File: src/sv/mcg_pkg.sv
// Shared types, constants and helper functions for the month calendar grid.
// Used by mcg_ctrl, mcg_datapath and month_calendar_grid_core; no dependencies.
`default_nettype none

package mcg_pkg;

	// Calendar constants
	localparam logic [11:0] BASE_YEAR = 12'd1990;
	localparam int BASE_YM1_INT = 1989;
	localparam int LEAPS_BEFORE_INT = BASE_YM1_INT / 4 - BASE_YM1_INT / 100 + BASE_YM1_INT / 400;
	localparam logic [10:0] LEAPS_BEFORE_BASE = 11'(LEAPS_BEFORE_INT);
	localparam logic [12:0] BASE_YM1 = 13'(BASE_YM1_INT);
	localparam logic [3:0] MONTH_JAN = 4'd1;
	localparam logic [3:0] MONTH_FEB = 4'd2;
	localparam logic [3:0] MONTH_DEC = 4'd12;
	localparam logic [4:0] FEB_LEAP_LEN = 5'd29;

	// Reciprocal of 100: floor(y * 5243 / 2^19) == floor(y / 100) for 12-bit y
	localparam logic [12:0] RECIP_100 = 13'd5243;
	localparam logic [11:0] HUNDRED = 12'd100;

	// Grid geometry
	localparam logic [2:0] LAST_COL = 3'd6;
	localparam logic [5:0] LAST_CELL_IDX = 6'd41;

	// Controller to datapath commands
	typedef struct packed {
		logic load;     // capture year and month
		logic mul;      // multiply by reciprocal of 100
		logic leap;     // leap flag and leap count
		logic sum;      // day count and month length
		logic start;    // weekday reduction, clear cell counters
		logic adv;      // step to next cell
	} cmd_t;

	// Datapath to controller status
	typedef struct packed {
		logic last;     // current cell is the final one
	} stat_t;

	function automatic logic [4:0] month_len(input logic [3:0] m);
		logic [4:0] len;
		case (m)
			4'd1, 4'd3, 4'd5, 4'd7, 4'd8, 4'd10, 4'd12: len = 5'd31;
			4'd4, 4'd6, 4'd9, 4'd11: len = 5'd30;
			4'd2: len = 5'd28;
			default: len = 5'd0;
		endcase
		return len;
	endfunction

	function automatic logic [8:0] days_before(input logic [3:0] m);
		logic [8:0] d;
		case (m)
			4'd1: d = 9'd0;
			4'd2: d = 9'd31;
			4'd3: d = 9'd59;
			4'd4: d = 9'd90;
			4'd5: d = 9'd120;
			4'd6: d = 9'd151;
			4'd7: d = 9'd181;
			4'd8: d = 9'd212;
			4'd9: d = 9'd243;
			4'd10: d = 9'd273;
			4'd11: d = 9'd304;
			4'd12: d = 9'd334;
			default: d = 9'd0;
		endcase
		return d;
	endfunction

	// Remainder by 7: fold octal digits (8 == 1 mod 7), then one correction
	function automatic logic [2:0] mod7(input logic [12:0] v);
		logic [5:0] s;
		logic [3:0] t;
		s = {3'd0, v[2:0]} + {3'd0, v[5:3]} + {3'd0, v[8:6]} + {3'd0, v[11:9]}
			+ {5'd0, v[12]};
		t = {1'b0, s[5:3]} + {1'b0, s[2:0]};
		if (t >= 4'd7) begin
			t = t - 4'd7;
		end
		return t[2:0];
	endfunction

endpackage

`default_nettype wire

File: src/sv/month_calendar_grid_core.sv
// Top level of the month calendar grid: controller plus datapath.
// Depends on mcg_pkg, mcg_ctrl and mcg_datapath.
//
//  Channel | Direction | Handshake            | Payload
//  --------+-----------+----------------------+------------------------------------------
//  in      | input     | in_valid / in_ready  | year_number, month_number
//  out     | output    | out_valid / out_ready| day_number, grid_row, grid_column, last_cell
//
// An item passes through the accept cycle, four setup steps (reciprocal multiply,
// leap step, day-count sum, mod-7 fold) and 42 cells at one per cycle while the output
// does not stall; in_ready rises in the cycle after the final cell is taken.
// Output stalls hold the current cell and lengthen the item for as long as they last.
// Reset (arst_n low) returns the controller to idle with in_ready high.
`default_nettype none

module month_calendar_grid_core (
	input  wire logic        clk,
	input  wire logic        arst_n,
	input  wire logic        in_valid,
	output logic             in_ready,
	input  wire logic [11:0] year_number,
	input  wire logic [3:0]  month_number,
	output logic             out_valid,
	input  wire logic        out_ready,
	output logic [4:0]       day_number,
	output logic [2:0]       grid_row,
	output logic [2:0]       grid_column,
	output logic             last_cell
);

	mcg_pkg::cmd_t  cmd;
	mcg_pkg::stat_t stat;

	mcg_ctrl u_ctrl (
		.clk       (clk),
		.arst_n    (arst_n),
		.in_valid  (in_valid),
		.in_ready  (in_ready),
		.out_valid (out_valid),
		.out_ready (out_ready),
		.stat      (stat),
		.cmd       (cmd)
	);

	mcg_datapath u_datapath (
		.clk          (clk),
		.arst_n       (arst_n),
		.cmd          (cmd),
		.year_number  (year_number),
		.month_number (month_number),
		.stat         (stat),
		.day_number   (day_number),
		.grid_row     (grid_row),
		.grid_column  (grid_column),
		.last_cell    (last_cell)
	);

	// Never take a new item while cells are still being shown
	a_no_overlap: assert property (@(posedge clk) disable iff (!arst_n)
		!(in_ready && out_valid))
		else $error("in_ready and out_valid both high");

	// Final cell sits at the bottom right of the grid
	a_last_pos: assert property (@(posedge clk) disable iff (!arst_n)
		(out_valid && last_cell) |-> (grid_row == 3'd5 && grid_column == 3'd6))
		else $error("last cell not at row 5 column 6");

	// Days run consecutively until the grid goes blank
	a_day_seq: assert property (@(posedge clk) disable iff (!arst_n)
		(out_valid && out_ready && !last_cell && day_number != 5'd0)
		|=> (day_number == 5'd0 || day_number == $past(day_number) + 5'd1))
		else $error("day numbers not consecutive");

	// Delivering the final cell frees the input side
	a_free_after_last: assert property (@(posedge clk) disable iff (!arst_n)
		(out_valid && out_ready && last_cell) |=> (in_ready && !out_valid))
		else $error("block not idle after final cell");

endmodule

`default_nettype wire

File: src/sv/mcg_ctrl.sv
// Controller for the month calendar grid: sequences the setup steps and cell output.
// Depends on mcg_pkg (cmd_t, stat_t).
`default_nettype none

module mcg_ctrl (
	input  wire logic          clk,
	input  wire logic          arst_n,
	input  wire logic          in_valid,
	output logic               in_ready,
	output logic               out_valid,
	input  wire logic          out_ready,
	input  wire mcg_pkg::stat_t stat,
	output mcg_pkg::cmd_t      cmd
);

	typedef enum logic [2:0] {
		S_IDLE,
		S_MUL,
		S_LEAP,
		S_SUM,
		S_START,
		S_EMIT
	} state_t;

	state_t state_q;
	logic   in_ready_q;
	logic   out_valid_q;

	// State and registered handshake outputs
	always_ff @(posedge clk or negedge arst_n) begin
		if (!arst_n) begin
			state_q     <= S_IDLE;
			in_ready_q  <= 1'b1;
			out_valid_q <= 1'b0;
		end else begin
			case (state_q)
				S_IDLE: begin
					if (in_valid && in_ready_q) begin
						state_q    <= S_MUL;
						in_ready_q <= 1'b0;
					end
				end
				S_MUL: state_q <= S_LEAP;
				S_LEAP: state_q <= S_SUM;
				S_SUM: state_q <= S_START;
				S_START: begin
					state_q     <= S_EMIT;
					out_valid_q <= 1'b1;
				end
				S_EMIT: begin
					if (out_ready && stat.last) begin
						state_q     <= S_IDLE;
						out_valid_q <= 1'b0;
						in_ready_q  <= 1'b1;
					end
				end
				default: begin
					state_q     <= S_IDLE;
					out_valid_q <= 1'b0;
					in_ready_q  <= 1'b1;
				end
			endcase
		end
	end

	// Decode commands
	always_comb begin
		cmd       = '0;
		cmd.load  = in_valid && in_ready_q;
		cmd.mul   = (state_q == S_MUL);
		cmd.leap  = (state_q == S_LEAP);
		cmd.sum   = (state_q == S_SUM);
		cmd.start = (state_q == S_START);
		cmd.adv   = (state_q == S_EMIT) && out_valid_q && out_ready && !stat.last;
	end

	assign in_ready  = in_ready_q;
	assign out_valid = out_valid_q;

endmodule

`default_nettype wire

File: src/sv/mcg_datapath.sv
// Datapath for the month calendar grid: weekday of the first day, month length
// and the cell counters. Depends on mcg_pkg.
`default_nettype none

module mcg_datapath (
	input  wire logic          clk,
	input  wire logic          arst_n,
	input  wire mcg_pkg::cmd_t cmd,
	input  wire logic [11:0]   year_number,
	input  wire logic [3:0]    month_number,
	output mcg_pkg::stat_t     stat,
	output logic [4:0]         day_number,
	output logic [2:0]         grid_row,
	output logic [2:0]         grid_column,
	output logic               last_cell
);

	logic [11:0] ym1_q;
	logic [3:0]  mon_q;
	logic        mvalid_q;
	logic [24:0] prod_q;
	logic        leap_q;
	logic [9:0]  lcnt_q;
	logic [12:0] sum_q;
	logic [4:0]  mlen_q;
	logic [2:0]  start_q;
	logic [5:0]  k_q;
	logic [2:0]  row_q;
	logic [2:0]  col_q;

	logic [11:0] year_clamp;
	logic [5:0]  q100;
	logic [11:0] q_times;
	logic [6:0]  rem100;
	logic        leap_next;
	logic [10:0] lcnt_wide;
	logic [12:0] sum_next;
	logic [4:0]  mlen_next;
	logic [5:0]  kp1;
	logic [5:0]  day_off;
	logic        feb_leap;

	// Year and leap arithmetic
	always_comb begin
		year_clamp = (year_number < mcg_pkg::BASE_YEAR) ? mcg_pkg::BASE_YEAR : year_number;
		q100       = prod_q[24:19];
		q_times    = {6'd0, q100} * mcg_pkg::HUNDRED;
		rem100     = 7'(ym1_q - q_times);
		// year is leap: year-1 ends in 3 mod 4, and not a century unless mod 400
		leap_next  = (ym1_q[1:0] == 2'b11) && ((rem100 != 7'd99) || (q100[1:0] == 2'b11));
		lcnt_wide  = {1'b0, ym1_q[11:2]} - {5'd0, q100} + {7'd0, q100[5:2]}
			- mcg_pkg::LEAPS_BEFORE_BASE;
		sum_next   = ({1'b0, ym1_q} - mcg_pkg::BASE_YM1) + {3'd0, lcnt_q}
			+ {4'd0, mcg_pkg::days_before(mon_q)}
			+ {12'd0, leap_q && (mon_q > mcg_pkg::MONTH_FEB)} + 13'd1;
		feb_leap   = (mon_q == mcg_pkg::MONTH_FEB) && leap_q;
		if (!mvalid_q) begin
			mlen_next = 5'd0;
		end else if (feb_leap) begin
			mlen_next = mcg_pkg::FEB_LEAP_LEN;
		end else begin
			mlen_next = mcg_pkg::month_len(mon_q);
		end
	end

	// Capture and setup registers
	always_ff @(posedge clk) begin
		if (cmd.load) begin
			ym1_q    <= year_clamp - 12'd1;
			mon_q    <= month_number;
			mvalid_q <= (month_number >= mcg_pkg::MONTH_JAN)
				&& (month_number <= mcg_pkg::MONTH_DEC);
		end
		if (cmd.mul) begin
			prod_q <= {13'd0, ym1_q} * {12'd0, mcg_pkg::RECIP_100};
		end
		if (cmd.leap) begin
			leap_q <= leap_next;
			lcnt_q <= lcnt_wide[9:0];
		end
		if (cmd.sum) begin
			sum_q  <= sum_next;
			mlen_q <= mlen_next;
		end
		if (cmd.start) begin
			start_q <= mcg_pkg::mod7(sum_q);
		end
	end

	// Cell counters: clear on start, advance per accepted cell other than the final one
	always_ff @(posedge clk or negedge arst_n) begin
		if (!arst_n) begin
			k_q   <= '0;
			row_q <= '0;
			col_q <= '0;
		end else if (cmd.start) begin
			k_q   <= '0;
			row_q <= '0;
			col_q <= '0;
		end else if (cmd.adv) begin
			k_q <= k_q + 6'd1;
			if (col_q == mcg_pkg::LAST_COL) begin
				col_q <= '0;
				row_q <= row_q + 3'd1;
			end else begin
				col_q <= col_q + 3'd1;
			end
		end
	end

	// Day shown in the current cell
	always_comb begin
		kp1     = k_q + 6'd1;
		day_off = kp1 - {3'd0, start_q};
		if ((kp1 > {3'd0, start_q}) && (day_off <= {1'b0, mlen_q})) begin
			day_number = day_off[4:0];
		end else begin
			day_number = 5'd0;
		end
	end

	assign grid_row    = row_q;
	assign grid_column = col_q;
	assign last_cell   = (k_q == mcg_pkg::LAST_CELL_IDX);
	assign stat.last   = last_cell;

endmodule

`default_nettype wire

File: config.mk
export PLATFORM = sky130hd
export DESIGN_NAME = month_calendar_grid_core
export DESIGN_NICKNAME = d
export VERILOG_FILES = /design/src/sv/mcg_pkg.sv /design/src/sv/month_calendar_grid_core.sv /design/src/sv/mcg_ctrl.sv /design/src/sv/mcg_datapath.sv
export SDC_FILE = /design/constraint.sdc
export NUM_CORES = 1
export LEC_CHECK = 0
export BUFFER_PORTS_ARGS = -buffer_cell sky130_fd_sc_hd__buf_2
export CAP_MARGIN = 20
export CORE_MARGIN = 4
export CORE_UTILIZATION = 45
export DETAILED_ROUTE_END_ITERATION = 8
export SLEW_MARGIN = 20
export SYNTH_ARGS = -nofsm -noshare
export SYNTH_HDL_FRONTEND = slang
export SYNTH_SLANG_ARGS = --single-unit
File: constraint.sdc
create_clock -name clk -period 4.7 [get_ports clk]
set_input_delay 0.235 -clock clk [delete_from_list [all_inputs] [get_ports clk]]
set_output_delay 0.235 -clock clk [all_outputs]
set_load 0.02 [all_outputs]
=== Word level (Yosys, flattened, before mapping) ===
Memory sizes are Yosys's and may differ from the RTL's. A register that Yosys moved wholly into a read port is not among the register bits.
Index checks and enable logic that the tools add are counted.

* Flip-flop bits (word level): 91
* Input bits: 20
* Memories kept: 2
* ROM bits: 224
* Output and inout bits: 14

* Equality and inequality tests: 13
* Reductions and logical operators: 22
* Add/sub/neg operators: 20
* Bitwise operators: 3
* Order comparisons: 7
* Mux-type cells: 22
* $mul: 2

{| class="wikitable"
|+ Memory list
! memory !! depth !! bits a word !! read ports !! clocked after memory_dff !! wr ports !! RTL line !! source
|-
| (name not given) || 16 || 9 || 1 || 1 || 0 || mcg_pkg.sv:54 || <nowiki>case (m)</nowiki>
|-
| (name not given) || 16 || 5 || 1 || 1 || 0 || mcg_pkg.sv:43 || <nowiki>case (m)</nowiki>
|}

{| class="wikitable"
|+ Operators with widths
! operator !! number
|-
| 3-bit two-way mux || 9
|-
| 12-bit by 13-bit multiplier with 25-bit output, second input constant || 1
|-
| 3-bit one-hot mux with 6 select lines || 1
|-
| 13-bit by 1-bit adder with 13-bit output || 1
|-
| 13-bit by 1-bit adder with 13-bit output, second input constant || 1
|-
| 13-bit by 10-bit adder with 13-bit output || 1
|-
| 13-bit by 9-bit adder with 13-bit output || 1
|-
| 12-bit by 11-bit subtractor with 13-bit output, second input constant || 1
|-
| 6-bit by 3-bit adder with 6-bit output || 2
|-
| 12-bit by 11-bit < comparator with 1-bit output, second input constant || 1
|-
| 12-bit two-way mux || 1
|-
| 6-bit two-way mux || 2
|-
| 12-bit by 1-bit subtractor with 12-bit output, second input constant || 1
|-
| 10-bit by 4-bit adder with 10-bit output || 1
|-
| 1-bit logical AND || 10
|-
| 5-bit two-way mux || 2
|-
| 10-bit by 6-bit subtractor with 10-bit output || 1
|-
| 10-bit by 9-bit subtractor with 10-bit output, second input constant || 1
|-
| 3-bit == test, second input constant || 3
|-
| 3-bit by 3-bit adder with 4-bit output || 2
|-
| 4-bit two-way mux || 2
|-
| 4-bit OR reduction || 2
|-
| 7-bit inequality test, second input constant || 1
|-
| 7-bit subtractor || 1
|-
| other kinds (29) || 40
|}

=== Longest topological paths before layout ===
* Word-level depth: 7
* Depth in mapped cells: 19
* Gate-level depth less buffers: 19

=== By module ===
A second synthesis with hierarchy kept.

* Cell total of the unflattened synthesis: 802
* Area total of the unflattened synthesis: 8284.2 um^2

{| class="wikitable"
|+ Modules (own cells, without submodules)
! module !! cells an instance !! area an instance (um^2) !! seq. area each (um^2) !! instances
|-
| mcg_datapath || 771 || 7960.1 || 2132.0 || 1
|-
| mcg_ctrl || 31 || 324.1 || 126.4 || 1
|}

=== Worst setup path after synthesis ===
OpenSTA, ideal clock, no wires.

* Kind: register -> register
* From: register u_datapath.ym1_q[9]
* To: register u_datapath.prod_q[23] (data pin)
* Data required time: 4442 ps
* Arrival: 4549 ps
* Slack: -106 ps
* Clock period less this slack: 4806 ps
* Buffers on the path: 0
* Cell stages (with the launch flop): 19
* Cells stage by stage: edfxtp_1 -> fa_1 -> xor2_1 -> ha_1 -> a21oi_1 -> fa_1 -> inv_1 -> fa_1 -> inv_1 -> fa_1 -> inv_1 -> ha_1 -> o21a_1 -> o211ai_1 -> a31o_2 -> nand3_1 -> a31o_2 -> a21oi_1 -> xnor2_1

* Longest elaborated chain between the ends: 1

{| class="wikitable"
|+ RTL lines
! item !! RTL line !! source
|-
| from (decl) || mcg_datapath.sv:18 || <nowiki>logic [11:0] ym1_q;</nowiki>
|-
| from (signal assigned) || mcg_datapath.sv:69 || <nowiki>ym1_q <= year_clamp - 12'd1;</nowiki>
|-
| 12-bit by 13-bit multiplier with 25-bit output || mcg_datapath.sv:75 || <nowiki>prod_q <= {13'd0, ym1_q} * {12'd0, mcg_pkg::RECIP_100};</nowiki>
|-
| to (signal assigned) || mcg_datapath.sv:75 ||
|-
| to (decl) || mcg_datapath.sv:21 || <nowiki>logic [24:0] prod_q;</nowiki>
|}

Every way passes these cells.
A chain may end at the register's enable or synchronous reset.

=== Worst setup path after layout ===
Ends and elaborated chain as after synthesis.

==> results.cfg <==
[outcome]
status = complete, no violations

[sta]
drv_slew = 0
hold_viol_final = 0
worst_pin_slew_ps = 764.8
fin_tns_setup_ps = 0
period_needed_ps = 4689
max-slew-margin-rel_pct = 48.96
post-route-period-util_pct = 99.76
finalClockSkew_ps = 9.128
setup_viol = 0
fmax_ghz = 0.2133
fin_ws_ps = 11.31
rsz0062_at_grt = yes
holdWs_ps = 130.0

[setup_path]
slowest_stage = fa_1
path_common_cell = fa_1
path_delay_family = adder cells
arrival_ps = 4770
cpPeakStageDelay_ps = 620
required_ps = 4780
end_kind = flop
cp_cell_sequence = fa_1, xor2_1, ha_2, a21oi_2, fa_1, inv_1, fa_1, inv_1, fa_1, inv_2, ha_4, o21a_1, o211ai_1, a211o_1, nand3_4, a31o_4, a21oi_2, xnor2_1
worstSetupPathType = flop to flop
critPathBufInv = 3
setup.worst_path.start_class = flop
crit_fanout = 3

[drt]
drcViolationCount = 0
drt_iter0_markers = 159
firstDrtPassIters = 4
via_count = 5530
wl_per_cell_um = 14.50
wl_um = 16170
ant_nets = 0
routed_via_density = 4.960

[clocking]
clkLatencyLatePin_ps = 330
root_buffer = clkbuf_16
path_clk_slew_ps = 60
clock_path_buffers = 2
htreeDepth = 3
cts_buffers = 9
cts_tree = built
cts_sinks = 82

[floorplan]
core_mm2 = 0.01809
ios = 34
fp.dieW_um = 143.9
rows = 49
dieHeight_um = 143.9
initial_core_util_pct = 45.98
die_area_mm2 = 0.02072

[place]
pre_cts_ws_ps = -144.1
place_congestion = 0.8872
placed_area_mm2 = 0.008950
placement.io_buffers = 33
dp.final_hpwl_um = 13590

[final_layout]
final_nets = 1127
final_common_cell = inv_1
layout_common_cells = inv_1, ha_1, fa_1, edfxtp_1, a21oi_1
syn_to_final_growth_pct = 13.98
fin_area_mm2 = 0.009478
fillCellCount = 1646
drive_gt1_share_pct = 14.56
antennaDiodeCount = 0
utilization_pct = 52.40

[logic_synthesis]
synth_seq_cells = 82
synth-edff-count = 53
synthFlopType = edfxtp_1
syn_nets = 1057
synth_cell_types = 62
ys_warn_count = 0
synthCells = 811
syn_area_mm2 = 0.008315
avgSynthCellArea_um2 = 10.25
yosysSeqAreaShare_pct = 27.16
postSynth.asyncResetShare_pct = 20.73

[pwr]
p_leak_nw = 4.777
ir_drop_v = 0.0001612
power-per-cell-area_mw_per_mm2 = 154.4

[grt]
grt_pass1_vias = 5598
grt_max_degree = 22
grt_first_pass_wirelength_um = 27210
antenna_found_initial = 0
grt_usage_pct = 16.73
grt_overflow = 0

[min_path]
worstHoldPathType = input port to flop

[run]
max-cap-violations = 0
cell type report:
class	instances	area, um^2	area share [%]
Timing Repair Buffer	66	441.7	4.660
Clock inverter	4	25.02	0.2640
Sequential cell	82	2258	23.83
Multi-Input combinational cell	543	5537	58.42
Clock buffer	12	257.7	2.719
Tap cell	229	286.5	3.023
Inverter	179	671.9	7.089
synth_stat cells, types with 2 or more instances:
library cell  number  area share, %
mux2i_1            3           0.36
or3_1              4           0.30
nand3_1           12           0.72
a211oi_1           2           0.18
nor4_1             3           0.23
dfxtp_1           12            2.9
mux2i_2            2           0.33
a31o_2             4           0.42
buf_2              2           0.12
nand2b_1           7           0.53
clkbuf_1           3           0.14
xor2_1            16            1.7
mux2_2             2           0.27
a21o_1            19            1.7
o21ai_0           20            1.2
nor2b_1            7           0.53
nor3b_1            5           0.45
nand4b_1           2           0.21
inv_1            178            8.0
ha_1             161             24
a31oi_1            6           0.45
a21oi_1           42            2.5
edfxtp_1          53             19
nand4_1            5           0.38
nand2_1           38            1.7
or2_2              2           0.15
o21a_1             5           0.45
dfrtp_1           16            4.8
nor3_1            12           0.72
and2_1             2           0.15
o21bai_1           6           0.54
o41a_1             2           0.27
fa_1              65             16
xnor2_1           37            3.9
nor2_1            29            1.3
repair_timing:
action                                 CTS  global route
buffers inserted                         3             5
endpoints found under the hold margin   16             0
setup endpoints to repair                5             6
gates resized for setup                 14            23
hold buffers                             1             0
pin swaps                               19            23
power breakdown:
group          switching [mW]  leakage [nW]  internal, mW
clock                   0.277         0.142         0.390
combinational          0.0185          3.82        0.0148
sequential                  0         0.813         0.763
kinds of logic (layout without fill, tap and decap cells):
group | after synthesis | count (layout) | share of synthesized area (%)
compound gates | 120 | 120 | 9.239
simple gates | 137 | 137 | 8.622
flops | 82 | 82 | 27.16
fa+ha+maj | 226 | 226 | 39.87
xor+xnor | 53 | 53 | 5.582
buf+inv | 186 | 261 | 8.562
mux | 7 | 7 | 0.9630
per-layer routing:
layer	GRT usage [%]	share of wire [%]	vias to the layer above
met3	2.629	3.0	21
met4	4.807	2.5	0
met1	23.62	48	2602
li1	-	-	2844
met5	0	0	-
met2	26.73	46	63
metrics by stage:
stage,instances,power [mW]
2_1_floorplan,811,0.7911
3_3_place_gp,1090,0.8112
3_5_place_dp,1090,0.8114
4_1_cts,1110,1.486
5_1_grt,1115,1.518
6_report,1115,1.463
path summary, 6_finish.rpt:
path                                                     from                                  to  slack (ps)  cells past startpoint
max                             u_datapath.ym1_q[9]$_DFFE_PP_     u_datapath.prod_q[23]$_DFFE_PP_          10                     18
min                                           month_number[0]       u_datapath.mon_q[0]$_DFFE_PP_         130                      1
max reg2reg                     u_datapath.ym1_q[9]$_DFFE_PP_     u_datapath.prod_q[23]$_DFFE_PP_          10                     18
min reg2reg                u_datapath.grid_row[2]$_DFFE_PN0P_  u_datapath.grid_row[2]$_DFFE_PN0P_         540                      2
max in group asynchronous                              arst_n         u_ctrl.in_ready$_DFFE_PN1P_        4010                      2
min in group asynchronous                              arst_n       u_datapath.k_q[3]$_DFFE_PN0P_         360                      2
Power figures use the tool's default switching activity.
